`config.mk`:
```
export PLATFORM = sky130hd
export DESIGN_NAME = dtsc_cell
export DESIGN_NICKNAME = d
export VERILOG_FILES = /design/src/design/dtsc_pkg.sv /design/src/design/dtsc_cell.sv
export SDC_FILE = /design/constraint.sdc
export NUM_CORES = 1
export LEC_CHECK = 0
export BUFFER_PORTS_ARGS = -buffer_cell sky130_fd_sc_hd__clkbuf_2
export CELL_PAD_IN_SITES_DETAIL_PLACEMENT = 1
export CELL_PAD_IN_SITES_GLOBAL_PLACEMENT = 1
export CORE_ASPECT_RATIO = 0.8
export CORE_MARGIN = 2
export CORE_UTILIZATION = 29
export CTS_CLUSTER_DIAMETER = 80
export CTS_CLUSTER_SIZE = 25
export DETAILED_ROUTE_END_ITERATION = 8
export PLACE_DENSITY_LB_ADDON = 0.1
export SYNTH_ARGS = -nofsm -noshare
export SYNTH_HDL_FRONTEND = slang
export SYNTH_SLANG_ARGS = --single-unit
```
`constraint.sdc`:
```
create_clock -name clk -period 8.6 [get_ports clk]
set_input_delay 2.15 -clock clk [delete_from_list [all_inputs] [get_ports clk]]
set_output_delay 2.15 -clock clk [all_outputs]
set_load 0.02 [all_outputs]
```
`src/design/dtsc_pkg.sv`:
```
// Shared types and constants for the detection threshold, sort and cap unit.
`timescale 1ns / 1ps
package dtsc_pkg;

	localparam int LabW   = 3;
	localparam int ConfW  = 16;
	localparam int PixW   = 12;
	localparam int CapW   = 10;
	localparam int QW     = 18;
	localparam int CfgW   = 16;
	localparam int CfgIdxW = 2;

	localparam logic [QW-1:0] OneQ17 = 18'd131072;

	localparam logic [ConfW-1:0] ThrReset = 16'd32768;
	localparam logic [PixW-1:0]  WidReset = 12'd1936;
	localparam logic [PixW-1:0]  HgtReset = 12'd1094;
	localparam logic [CapW-1:0]  CapReset = 10'd99;

	localparam logic [CfgIdxW-1:0] RegThr = 2'd0;
	localparam logic [CfgIdxW-1:0] RegWid = 2'd1;
	localparam logic [CfgIdxW-1:0] RegHgt = 2'd2;
	localparam logic [CfgIdxW-1:0] RegCap = 2'd3;

	typedef struct packed {
		logic [LabW-1:0]  lab;
		logic [ConfW-1:0] conf;
		logic [PixW-1:0]  y_max;
		logic [PixW-1:0]  x_max;
		logic [PixW-1:0]  y_min;
		logic [PixW-1:0]  x_min;
	} entry_t;

	typedef struct packed {
		logic ins;
		logic shl;
	} cell_ctrl_t;

	typedef enum logic [1:0] {
		S_IDLE,
		S_SEEK,
		S_LOOK
	} rd_state_t;

endpackage

```
`src/design/dtsc_cell.sv`:
```
// One storage cell of the sorted chain: compare, insert, shift.
`timescale 1ns / 1ps
module dtsc_cell import dtsc_pkg::*; #(
	parameter int IDX = 0,
	parameter int CW  = 11
) (
	input  logic          clk,
	input  cell_ctrl_t    ctrl,
	input  logic [CW-1:0] count,
	input  entry_t        new_e,
	input  entry_t        left_e,
	input  logic          left_before,
	input  entry_t        right_e,
	output entry_t        e,
	output logic          ahead
);

	entry_t e_q;
	logic   valid;

	assign valid  = count > CW'(IDX);
	assign ahead  = valid && !((e_q.lab > new_e.lab) ||
		((e_q.lab == new_e.lab) && (e_q.conf < new_e.conf)));
	assign e = e_q;

	always_ff @(posedge clk) begin
		if (ctrl.shl) begin
			e_q <= right_e;
		end else if (ctrl.ins) begin
			if (!left_before) begin
				e_q <= left_e;
			end else if (!ahead) begin
				e_q <= new_e;
			end
		end
	end

endmodule

```
# Word level (Yosys, flattened, before mapping)

Index checks and enable logic that the tools add are counted.

Bits in registers: 67
Output and inout bits: 68
Word-level logic and storage cells: 21

Magnitude comparators: 3
Equality and inequality tests: 2
Muxes and demuxes: 4
Reductions and logical operators: 6

Operators by type and width:

| kind                                                                   | count |
|---|---|
| 67-bit 2-to-1 mux                                                      | 4 |
| 16-bit less-than comparator                                            | 1 |
| 11-bit by 1-bit > comparator with 1-bit output (second input constant) | 1 |
| 3-bit equality test                                                    | 1 |
| 3-bit > comparator                                                     | 1 |
| 3-bit != test (second input constant)                                  | 1 |
| 1-bit logical AND                                                      | 2 |
| 2-bit AND reduction                                                    | 1 |
| 2-bit nonzero test                                                     | 1 |
| 1-bit zero test                                                        | 1 |
| 1-bit logical OR                                                       | 1 |

# Longest topological paths before layout

Gate-level depths: netlist (run 1).

Depth after elaboration: 9
Mapped depth: 7
Mapped depth without buffers: 7

# Worst setup path after synthesis (run 1)

No wires, ideal clock.

Kind: input-to-reg
From: input port new_e[55] in the netlist's numbering
To: register e_q (netlist bit e[0]) (enable)
Data arrival time: 6.453 ns
Setup slack: 1.633 ns
Stages: 7
Cell sequence: inv_1 > ha_1 > a21oi_1 > o21ai_0 > a2111oi_2 > o221ai_1 > a21oi_1

Longest elaborated chain between the ends: 7

RTL lines:

| item                          | line            | source |
|---|---|---|
| start: declaration            | dtsc_cell.sv:10 | `input entry_t new_e,` |
| 16-bit less-than comparator   | dtsc_cell.sv:23 | `((e_q.lab == new_e.lab) && (e_q.conf < new_e.conf)));` |
| 1-bit logical AND             | dtsc_cell.sv:23 |  |
| 1-bit logical OR              | dtsc_cell.sv:22 | `assign ahead = valid && !((e_q.lab > new_e.lab) \|\|` |
| 1-bit zero test               | dtsc_cell.sv:22 |  |
| 1-bit logical AND             | dtsc_cell.sv:22 |  |
| 3-bit != test (no line)       | --              |  |
| 2-bit AND reduction (no line) | --              |  |
| end signal: assignment        | dtsc_cell.sv:28 | `e_q <= right_e;` |
| end signal: assignment        | dtsc_cell.sv:31 | `e_q <= left_e;` |
| end signal: assignment        | dtsc_cell.sv:33 | `e_q <= new_e;` |
| end: declaration              | dtsc_cell.sv:18 | `entry_t e_q;` |

Every way passes these cells.
A chain may end at the register's enable or synchronous reset.

# Worst setup path in the final report (run 1)

From: input port new_e[53] in the netlist's numbering
To: output port ahead

Longest elaborated chain between the ends: 5

RTL lines:

| item                        | line            | source |
|---|---|---|
| 16-bit less-than comparator | dtsc_cell.sv:23 |  |
| 1-bit logical AND           | dtsc_cell.sv:23 |  |
| 1-bit logical OR            | dtsc_cell.sv:22 |  |
| 1-bit zero test             | dtsc_cell.sv:22 |  |
| 1-bit logical AND           | dtsc_cell.sv:22 |  |
| end: declaration            | dtsc_cell.sv:15 | `output logic ahead` |

Every way passes these cells.

==> results of run 1 <==
==> tightest hold or removal path: stages (launching register included) <==
cell and delay (ns):
edfxtp_1 0.34, ha_1 0.15, a21o_2 0.10, a2111oi_2 0.04
o221ai_1 0.13, a21oi_4 0.25
==> routing by layer <==
metal / vias up / track usage [%] / routed length, um
met3: 18 / 7.20 / 1040
met5: - / 0 / 0
li1: 1855 / - / -
met4: 0 / 5.32 / 191
met2: 157 / 32.2 / 6690
met1: 1696 / 19.6 / 5150
==> kinds of logic after synthesis <==
logic type / synth area share (%)
compound gates: 11.4
fa+ha+maj: 5.80
buf+inv: 4.48
flops: 51.9
mux: 17.3
simple gates: 9.22
==> area by class of cell <==
class,count,area [um^2],area share (%)
Multi-Input combinational cell,254,1710,29.6
Clock buffer,10,229,3.98
Clock inverter,6,80.1,1.39
Sequential cell,67,2010,34.9
Timing Repair Buffer,286,1440,25.1
Inverter,18,67.6,1.17
Tap cell,175,219,3.80
==> power by group through the flow <==
stage / clock, mW / sequential, mW / combinational (mW)
finish: 0.387 / 0.427 / 0.253
global route: 0.409 / 0.431 / 0.280
CTS: 0.399 / 0.427 / 0.259
detailed placement: 0 / 0.434 / 0.258
global placement: 0 / 0.432 / 0.252
floorplan: 0 / 0.487 / 0.0858
==> worst paths after layout <==
path / startpoint / endpoint / slack (ns) / cells after the start
min: e[63] / e[62] / 1.24 / 5
max: new_e[53] / ahead / 2.51 / 9
max reg2reg: e[53] / e[55] / 5.13 / 7
min reg2reg: e[63] / e[62] / 1.24 / 5
==> layout by cell type (no fill, tap or decap), drive strengths merged, types with 3 or more instances in the layout <==
cell type,n
edfxtp,67
nand2,72
nor2,4
a21oi,5
buf,5
clkbuf,291
clkinv,3
inv,18
o21ai,69
mux2i,67
ha,18
==> metrics by stage <==
step | utilization, % | setup slack (ns) | area [um^2]
final | 44.4 | 2.51 | 5760
after global routing | 44.4 | 2.35 | 5760
after CTS | 44.4 | 2.49 | 5760
after detailed placement | 42.0 | 2.49 | 5450
after global placement | 42.0 | 2.63 | 5450
after floorplan | - | 1.63 | 3880
==> impl_results.md, run 1 <==
- CTS Buffer Depth: 2
- CP dominant cell by count: clkbuf_2
- Sequential fraction of the synthesis area: 51.9%
- CP Launch Type: input port
- CTS buffer count: 9
- Hold WC Path Type: reg -> reg
- Worst Path Buf+Inv: 3
- Pint: 0.763 mW
- WHS: 1.24 ns
- Initial antenna violation count: 0
- Ports: 284
- Syn-to-layout area delta: 48.4%
- Switch share: 28.4%
- Design Power: 1.07 mW
- TNS Setup: 0 ns
- Most frequent cells after synthesis: nand2_1 (72), o21ai_0 (69), edfxtp_1 (67), mux2i_1 (67)
- Initial Util: 29.9%
- P_leak: 2.96 nW
- Synth Net Count: 596
- Total setup buffers inserted after CTS: 0
- Post-synthesis cell count: 362
- Reg clk slew, reported paths: 0.06 ns
- Die Y: 107 um
- CP top delay family: compound AO/OA/AOI/OAI gates
- Worst skew pair latency: 0.33 ns
- Synthesized cell area: 0.00388 mm^2
- Max Cap Viol: 0
- PortBufs: 283
- Routability cong.: 0.753
- Peak VDD IR: 84.6 uV
- Dpl hpwl: 10400 um
- Initial DRC count: 140
- Cell total after placement: 800
- Number of global-route vias before repair: 3877
- Critical Path RT: 6.45 ns
- Switching pwr: 0.303 mW
- Global-route wire length before repair: 19600 um
- Fin crit share: 70.8%
- Count leader, synth: nand2_1
- Yosys top cell area share: 51.9%
- Slew Viols, Final: 0
- Worst-margin pin slew: 0.935 ns
- Nets: 870
- Max-slew headroom: 37.6%
- Synth Area per Inst: 10.7 um^2
- Post-Layout Cell Count: 816
- CTS sink count: 67
- Via count: 3726
- Cell taking the most area after synthesis: edfxtp_1
- Drt via density: 4.57
- Post-DR wirelength/cell: 16.0 um
- Fillcell total: 1556
- Die Wd: 133 um
- Max reg flops: 67
- Global-route usage over all layers: 17.9%
- Ys async rst share: 0%
- Grt total ovfl: 0
- Synth warn: 0
- Final setup viols: 0
- Post-route clock skew: 0.00802 ns
- Tmin final: 6.09 ns
- Placement row count: 37
- CP max FO: 2
- Worst path arrival time: 3.94 ns
- ANT nets after route: 0
- Crit. End Element: output port
- Ys flop type: edfxtp_1
- Slowest-stage cell, CP: a2111oi_2
- Root buf cell: clkbuf_16
- CORE AREA: 0.0130 mm^2
- Layout cells sized above 1: 47.3%
- P per Cell Area: 185 mW/mm^2
- Fmax: 164 MHz
- Crit-path cells: clkbuf_2 > inv_1 > ha_1 > a21oi_1 > o21ai_0 > a2111oi_2 > o221ai_1 > and3_1 > clkbuf_2
- CTS tree: yes
- Yosys cell types: 27
- Drt first pass iters: 6
- Combinational fraction of design power: 23.7%
- Unrepaired setup endpoints after global routing: false
- Slowest cell delay on critical path: 0.40 ns
- Routed WL: 13100 um
- Pin count of the biggest net entering global routing: 74
- Post-cts sizing count: 0
- Drt drc: 0
- Ant diodes: 0
- Synthesized flop and latch total: 67
- Largest cells by area after synthesis: edfxtp_1 (52%), mux2i_1 (17%), o21ai_0 (8.9%), nand2_1 (7.0%), ha_1 (5.8%)
- Post-synth EDFFs: 67
- Die area: 0.0143 mm^2
- Hold Buf Count CTS: 0
- Number of H-tree levels: 3
- Critical path class: in -> out
- Outcome: finished, final reports clean
- Clk network pwr share: 36.3%
- Final Hold Fails: 0
- Reg power frac: 40.0%
Note: power is estimated with default switching activity, not from simulation.
==> inputs of run 2 (changes only) <==
==> constraint.sdc (replaced) <==
create_clock -name clk -period 5.8 [get_ports clk]
set_input_delay 1.45 -clock clk [delete_from_list [all_inputs] [get_ports clk]]
set_output_delay 1.45 -clock clk [all_outputs]
set_load 0.02 [all_outputs]
==> impl_results.md, run 2 (synthesis gave the netlist of run 1 again) <==
- PortBufs: 283 (unchanged)
- Via count: 3727 (was 3726)
- Worst-margin pin slew: 1.03 ns (was 0.935 ns)
- Outcome: finished, final reports clean (unchanged)
- Fmax: 215 MHz
- Reg clk slew, reported paths: 0.06 ns (about the same)
- Ant diodes: 0 (unchanged)
- Cell Area, Placed: 0.00545 mm^2 (unchanged)
- Initial antenna violation count: 0 (unchanged)
- Max reg flops: 67 (unchanged)
- Most frequent cells in the layout: clkbuf_2 (281), nand2_1 (72), o21ai_0 (69) (unchanged)
- Final setup viols: 0 (unchanged)
- Nets: 870 (unchanged)
- CP max FO: 2 (unchanged)
- Root buf cell: clkbuf_16 (unchanged)
- Initial Util: 29.9% (unchanged)
- Critical path class: in -> out (unchanged)
- Post-DR wirelength/cell: 15.6 um (was 16.0 um)
- Fin crit share: 80.4%
- Peak VDD IR: 154 uV (was 84.6 uV)
- Dpl hpwl: 10200 um (was 10400 um)
- Critical Path RT: 4.35 ns (was 6.45 ns)
- Number of H-tree levels: 3 (unchanged)
- Routed WL: 12700 um (was 13100 um)
- Worst skew pair latency: 0.32 ns (was 0.33 ns)
- Syn-to-layout area delta: 48.0% (was 48.4%)
- Unrepaired setup endpoints after global routing: false (unchanged)
- Post-Layout Cell Count: 816 (unchanged)
- Cell total after placement: 800 (unchanged)
- Fillcell total: 1594 (was 1556)
- Final Hold Fails: 0 (unchanged)
- Total setup buffers inserted after CTS: 0 (unchanged)
- Crit. End Element: output port (unchanged)
- Max-slew headroom: 31.5% (was 37.6%)
- Worst path arrival time: 3.21 ns (was 3.94 ns)
- Ports: 284 (unchanged)
- Die Wd: 133 um (unchanged)
- Most common cell after layout, fill and taps aside: clkbuf_2 (unchanged)
- CTS tree: yes (unchanged)
- Slew Viols, Final: 0 (unchanged)
- Tmin final: 4.66 ns
- Global-route wire length before repair: 19100 um (was 19600 um)
- Post-cts sizing count: 0 (unchanged)
- CTS buffer count: 9 (unchanged)
- TNS Setup: 0 ns (unchanged)
- Pin count of the biggest net entering global routing: 123 (was 74)
- ANT nets after route: 0 (unchanged)
- Initial DRC count: 103 (was 140)
- CORE AREA: 0.0130 mm^2 (unchanged)
- Hold WC Path Type: reg -> reg (unchanged)
- Max Cap Viol: 0 (unchanged)
- Post-route clock skew: 0.00546 ns (was 0.00802 ns)
- Placement row count: 37 (unchanged)
- CTS Buffer Depth: 2 (unchanged)
- Routability cong.: 0.745 (was 0.753)
- Number of global-route vias before repair: 3908 (was 3877)
- Layout cells sized above 1: 47.4% (was 47.3%)
- Hold Buf Count CTS: 0 (unchanged)
- Grt total ovfl: 0 (unchanged)
- Drt first pass iters: 4 (was 6)
- CTS sink count: 67 (unchanged)
- CP Launch Type: input port (unchanged)
- P_leak: 2.94 nW (was 2.96 nW)
- Final instance area: 0.00574 mm^2 (was 0.00576 mm^2)
- Global-route usage over all layers: 17.1% (was 17.9%)
- Reg area: 0.00201 mm^2 (unchanged)
- P per Cell Area: 268 mW/mm^2 (was 185 mW/mm^2)
- Die area: 0.0143 mm^2 (unchanged)
- Multi-input gate area: 0.00171 mm^2 (unchanged)
- Drt drc: 0 (unchanged)
- Die Y: 107 um (unchanged)
- Drt via density: 4.57 (about the same)
-- run 2: cell count changes in the layout (fill, tap and decap cells not counted) --
cell / change
clkinvlp_4: +2
bufinv_16: -1
clkbuf_1: -1
clkinv_2: -1
clkinv_4: +1
-- run 2: worst paths after layout --
kind	start	endpoint	slack [ns]	depth (start not counted)
worst max-delay path	new_e[55]	ahead	1.14	9
worst min-delay path	e[63]	e[60]	1.07	5
worst max register to register	e[55]	e[28]	2.76	7
worst min register to register	e[63]	e[60]	1.07	5
-- run 2: per-layer routing --
layer  track usage (%)  share of wire, %
met1              18.6                38
met2              31.1                51
met3              6.50               9.0
met4              5.17               1.5
met5                 0                 0
-- run 2: metrics by stage --
stage                     hold slack [ns]  utilization [%]  total power, mW  worst slack, ns
final                                1.07             44.3             1.54             1.14
after global placement               1.02             42.0             1.01             1.24
after CTS                            1.07             44.3             1.57             1.12
after floorplan                      1.64                -            0.847            0.840
after detailed placement             1.07             42.0             1.02             1.13
after global routing                 1.10             44.3             1.63             1.00
-- run 2: final cells by class --
| cell class | count | share of cell area, % |
|---|---|---|
| Clock buffer | 9 | 3.92 |
| Clock inverter | 7 | 1.20 |
| Inverter | 18 | 1.18 |
| Multi-Input combinational cell | 254 | 29.7 |
| Sequential cell | 67 | 35.0 |
| Tap cell | 175 | 3.81 |
| Timing Repair Buffer | 286 | 25.1 |
-- run 2: worst max-delay path: stages --
cell and delay, ns:
clkbuf_2 0.09, inv_1 0.04, ha_1 0.30, a21oi_1 0.14
o21ai_0 0.15, a2111oi_2 0.40, o221ai_1 0.27, and3_1 0.21
clkbuf_2 0.16
-- run 2: power by group --
| group | leakage [nW] | switching [mW] | total, mW | internal, mW |
|---|---|---|---|---|
| Clock | 0.133 | 0.207 | 0.537 | 0.330 |
| Combinational | 2.13 | 0.224 | 0.372 | 0.148 |
| Sequential | 0.682 | 0.0205 | 0.632 | 0.611 |
| Total | 2.94 | 0.452 | 1.54 | 1.09 |
==> inputs of run 3 (changes only) <==
--- a/config.mk
+++ b/config.mk
@@ -10,7 +10,7 @@
 export CELL_PAD_IN_SITES_GLOBAL_PLACEMENT = 1
 export CORE_ASPECT_RATIO = 0.8
 export CORE_MARGIN = 2
-export CORE_UTILIZATION = 29
+export CORE_UTILIZATION = 26
 export CTS_CLUSTER_DIAMETER = 80
 export CTS_CLUSTER_SIZE = 25
 export DETAILED_ROUTE_END_ITERATION = 8
==> constraint.sdc (replaced) <==
create_clock -name clk -period 4 [get_ports clk]
set_input_delay 1 -clock clk [delete_from_list [all_inputs] [get_ports clk]]
set_output_delay 1 -clock clk [all_outputs]
set_load 0.02 [all_outputs]
==> impl_results.md, run 3 (synthesis gave the netlist of run 1 again) <==
- Reg clk slew, reported paths: 0.06 ns (about the same)
- CP Capture Point: ahead (unchanged)
- Die Y: 113 um (was 107 um)
- Terminus of the critical flop-to-flop path: e[30] (was e[28])
- CP max FO: 3 (was 2)
- PortBufs: 283 (unchanged)
- Worst r2r path cells: 7 (unchanged)
- Worst r2r src: e[53] (was e[55])
- P_leak: 2.96 nW (was 2.94 nW)
- Critical path class: in -> out (unchanged)
- Most frequent cells in the layout: clkbuf_2 (281), nand2_1 (72), o21ai_0 (69) (unchanged)
- Drt drc: 0 (unchanged)
- Reg area: 0.00201 mm^2 (unchanged)
- Worst-margin pin slew: 0.625 ns (was 1.03 ns)
- Die Wd: 141 um (was 133 um)
- Max Cap Viol: 0 (unchanged)
- Peak VDD IR: 187 uV (was 154 uV)
- Number of global-route vias before repair: 4006 (was 3908)
- Routability cong.: 0.752 (was 0.745)
- Post-DR wirelength/cell: 15.7 um (was 15.6 um)
- CP Launch Type: input port (unchanged)
- Nets: 872 (was 870)
- TNS Setup: 0 ns (unchanged)
- Global-route wire length before repair: 20000 um (was 19100 um)
- ANT nets after route: 0 (unchanged)
- Post-Layout Cell Count: 827 (was 816)
- Ports: 284 (unchanged)
- Worst path arrival time: 2.71 ns (was 3.21 ns)
- Ant diodes: 0 (unchanged)
- R2r setup slk: 1.37 ns (was 2.76 ns)
- Final Hold Fails: 0 (unchanged)
- Number of H-tree levels: 3 (unchanged)
- CORE AREA: 0.0144 mm^2 (was 0.0130 mm^2)
- Fmax: 270 MHz
- Grt total ovfl: 0 (unchanged)
- CTS buffer count: 9 (unchanged)
- CTS tree: yes (unchanged)
- Cell total after placement: 811 (was 800)
- Placement row count: 39 (was 37)
- Routed WL: 13000 um (was 12700 um)
- Total setup buffers inserted after CTS: 0 (unchanged)
- Crit. End Element: output port (unchanged)
- Drt via density: 4.51 (was 4.57)
- Max-slew headroom: 58.3% (was 31.5%)
- Slew Viols, Final: 0 (unchanged)
- Global-route usage over all layers: 16.2% (was 17.1%)
- Hold Buf Count CTS: 0 (unchanged)
- Layout cells sized above 1: 47.6% (was 47.4%)
- Most common cell after layout, fill and taps aside: clkbuf_2 (unchanged)
- Post-route clock skew: 0.00365 ns (was 0.00546 ns)
- Root buf cell: clkbuf_16 (unchanged)
- Max reg flops: 67 (unchanged)
- Fin crit share: 92.7%
- Initial Util: 26.9% (was 29.9%)
- P per Cell Area: 387 mW/mm^2 (was 268 mW/mm^2)
- Unrepaired setup endpoints after global routing: false (unchanged)
- Pin count of the biggest net entering global routing: 74 (was 123)
- Drt first pass iters: 4 (unchanged)
- CTS sink count: 67 (unchanged)
- Multi-input gate area: 0.00171 mm^2 (unchanged)
- Critical Path RT: 3.00 ns (was 4.35 ns)
- Initial antenna violation count: 0 (unchanged)
- Syn-to-layout area delta: 48.5% (was 48.0%)
- Initial DRC count: 62 (was 103)
- Dpl hpwl: 10600 um (was 10200 um)
- CTS Buffer Depth: 2 (unchanged)
- Die area: 0.0159 mm^2 (was 0.0143 mm^2)
- Post-cts sizing count: 0 (unchanged)
- Worst skew pair latency: 0.33 ns (was 0.32 ns)
- Outcome: finished, final reports clean (unchanged)
- Final setup viols: 0 (unchanged)
- Tmin final: 3.71 ns
- Fillcell total: 1753 (was 1594)
- Hold WC Path Type: in -> reg (was reg -> reg)
- Via count: 3733 (was 3727)
- Crit. Startpoint: new_e[63] (was new_e[55])
run 3: cell count changes in the layout (fill, tap and decap cells not counted):
cell,delta
clkinv_1,-2
clkinv_2,+3
buf_4,+2
clkinvlp_4,-3
clkbuf_1,+2
run 3: area by class of cell:
cell class	instances	area share [%]
flip-flops and latches	67	34.9
multi-input cells	254	29.6
repair buffers	288	25.3
clock buffers	11	4.04
well taps	184	4.00
inverters	18	1.17
clock inverters	5	0.934
run 3: worst min path at each step:
stage                     depth (start not counted)     to  slack, ns         from
after detailed placement                          3  e[16]       1.29  right_e[16]
final                                             3  e[31]       0.95  right_e[31]
after floorplan                                   2  e[64]       1.19  right_e[64]
after global placement                            3  e[30]       1.28  right_e[30]
after global routing                              3  e[34]       0.95  right_e[34]
after CTS                                         3  e[16]       0.93  right_e[16]
run 3: worst max-delay path, cell delays in order:
cell and delay [ns]:
clkbuf_2 0.09, inv_1 0.04, ha_1 0.31, nand4_1 0.15, nor3_2 0.26, o211ai_1 0.12, o221ai_1 0.34, and3_1 0.22
clkbuf_2 0.17
run 3: metal layers:
metal	vias up	GRT usage (%)	routed length, um
met5	-	0	0
met4	0	5.20	263
met3	16	6.86	1230
met2	163	30.3	6640
met1	1687	16.5	4820
li1	1867	-	-
run 3: where the power goes:
group	leakage, nW	switching, mW	internal, mW	total, mW
Sequential	0.682	0.0302	0.886	0.916
Clock	0.143	0.291	0.480	0.772
Combinational	2.14	0.326	0.217	0.543
Total	2.96	0.648	1.58	2.23
run 3: through the flow:
| step | util, % | power [mW] | area (um^2) | setup slack (ns) | hold slack, ns |
|---|---|---|---|---|---|
| after CTS | 39.9 | 2.27 | 5760 | 0.233 | 0.934 |
| after floorplan | - | 1.23 | 3890 | 0.278 | 1.19 |
| final | 39.9 | 2.23 | 5760 | 0.293 | 0.948 |
| after global routing | 39.9 | 2.35 | 5760 | 0.126 | 0.954 |
| after detailed placement | 37.9 | 1.49 | 5470 | 0.236 | 1.29 |
| after global placement | 37.9 | 1.47 | 5470 | 0.333 | 1.28 |
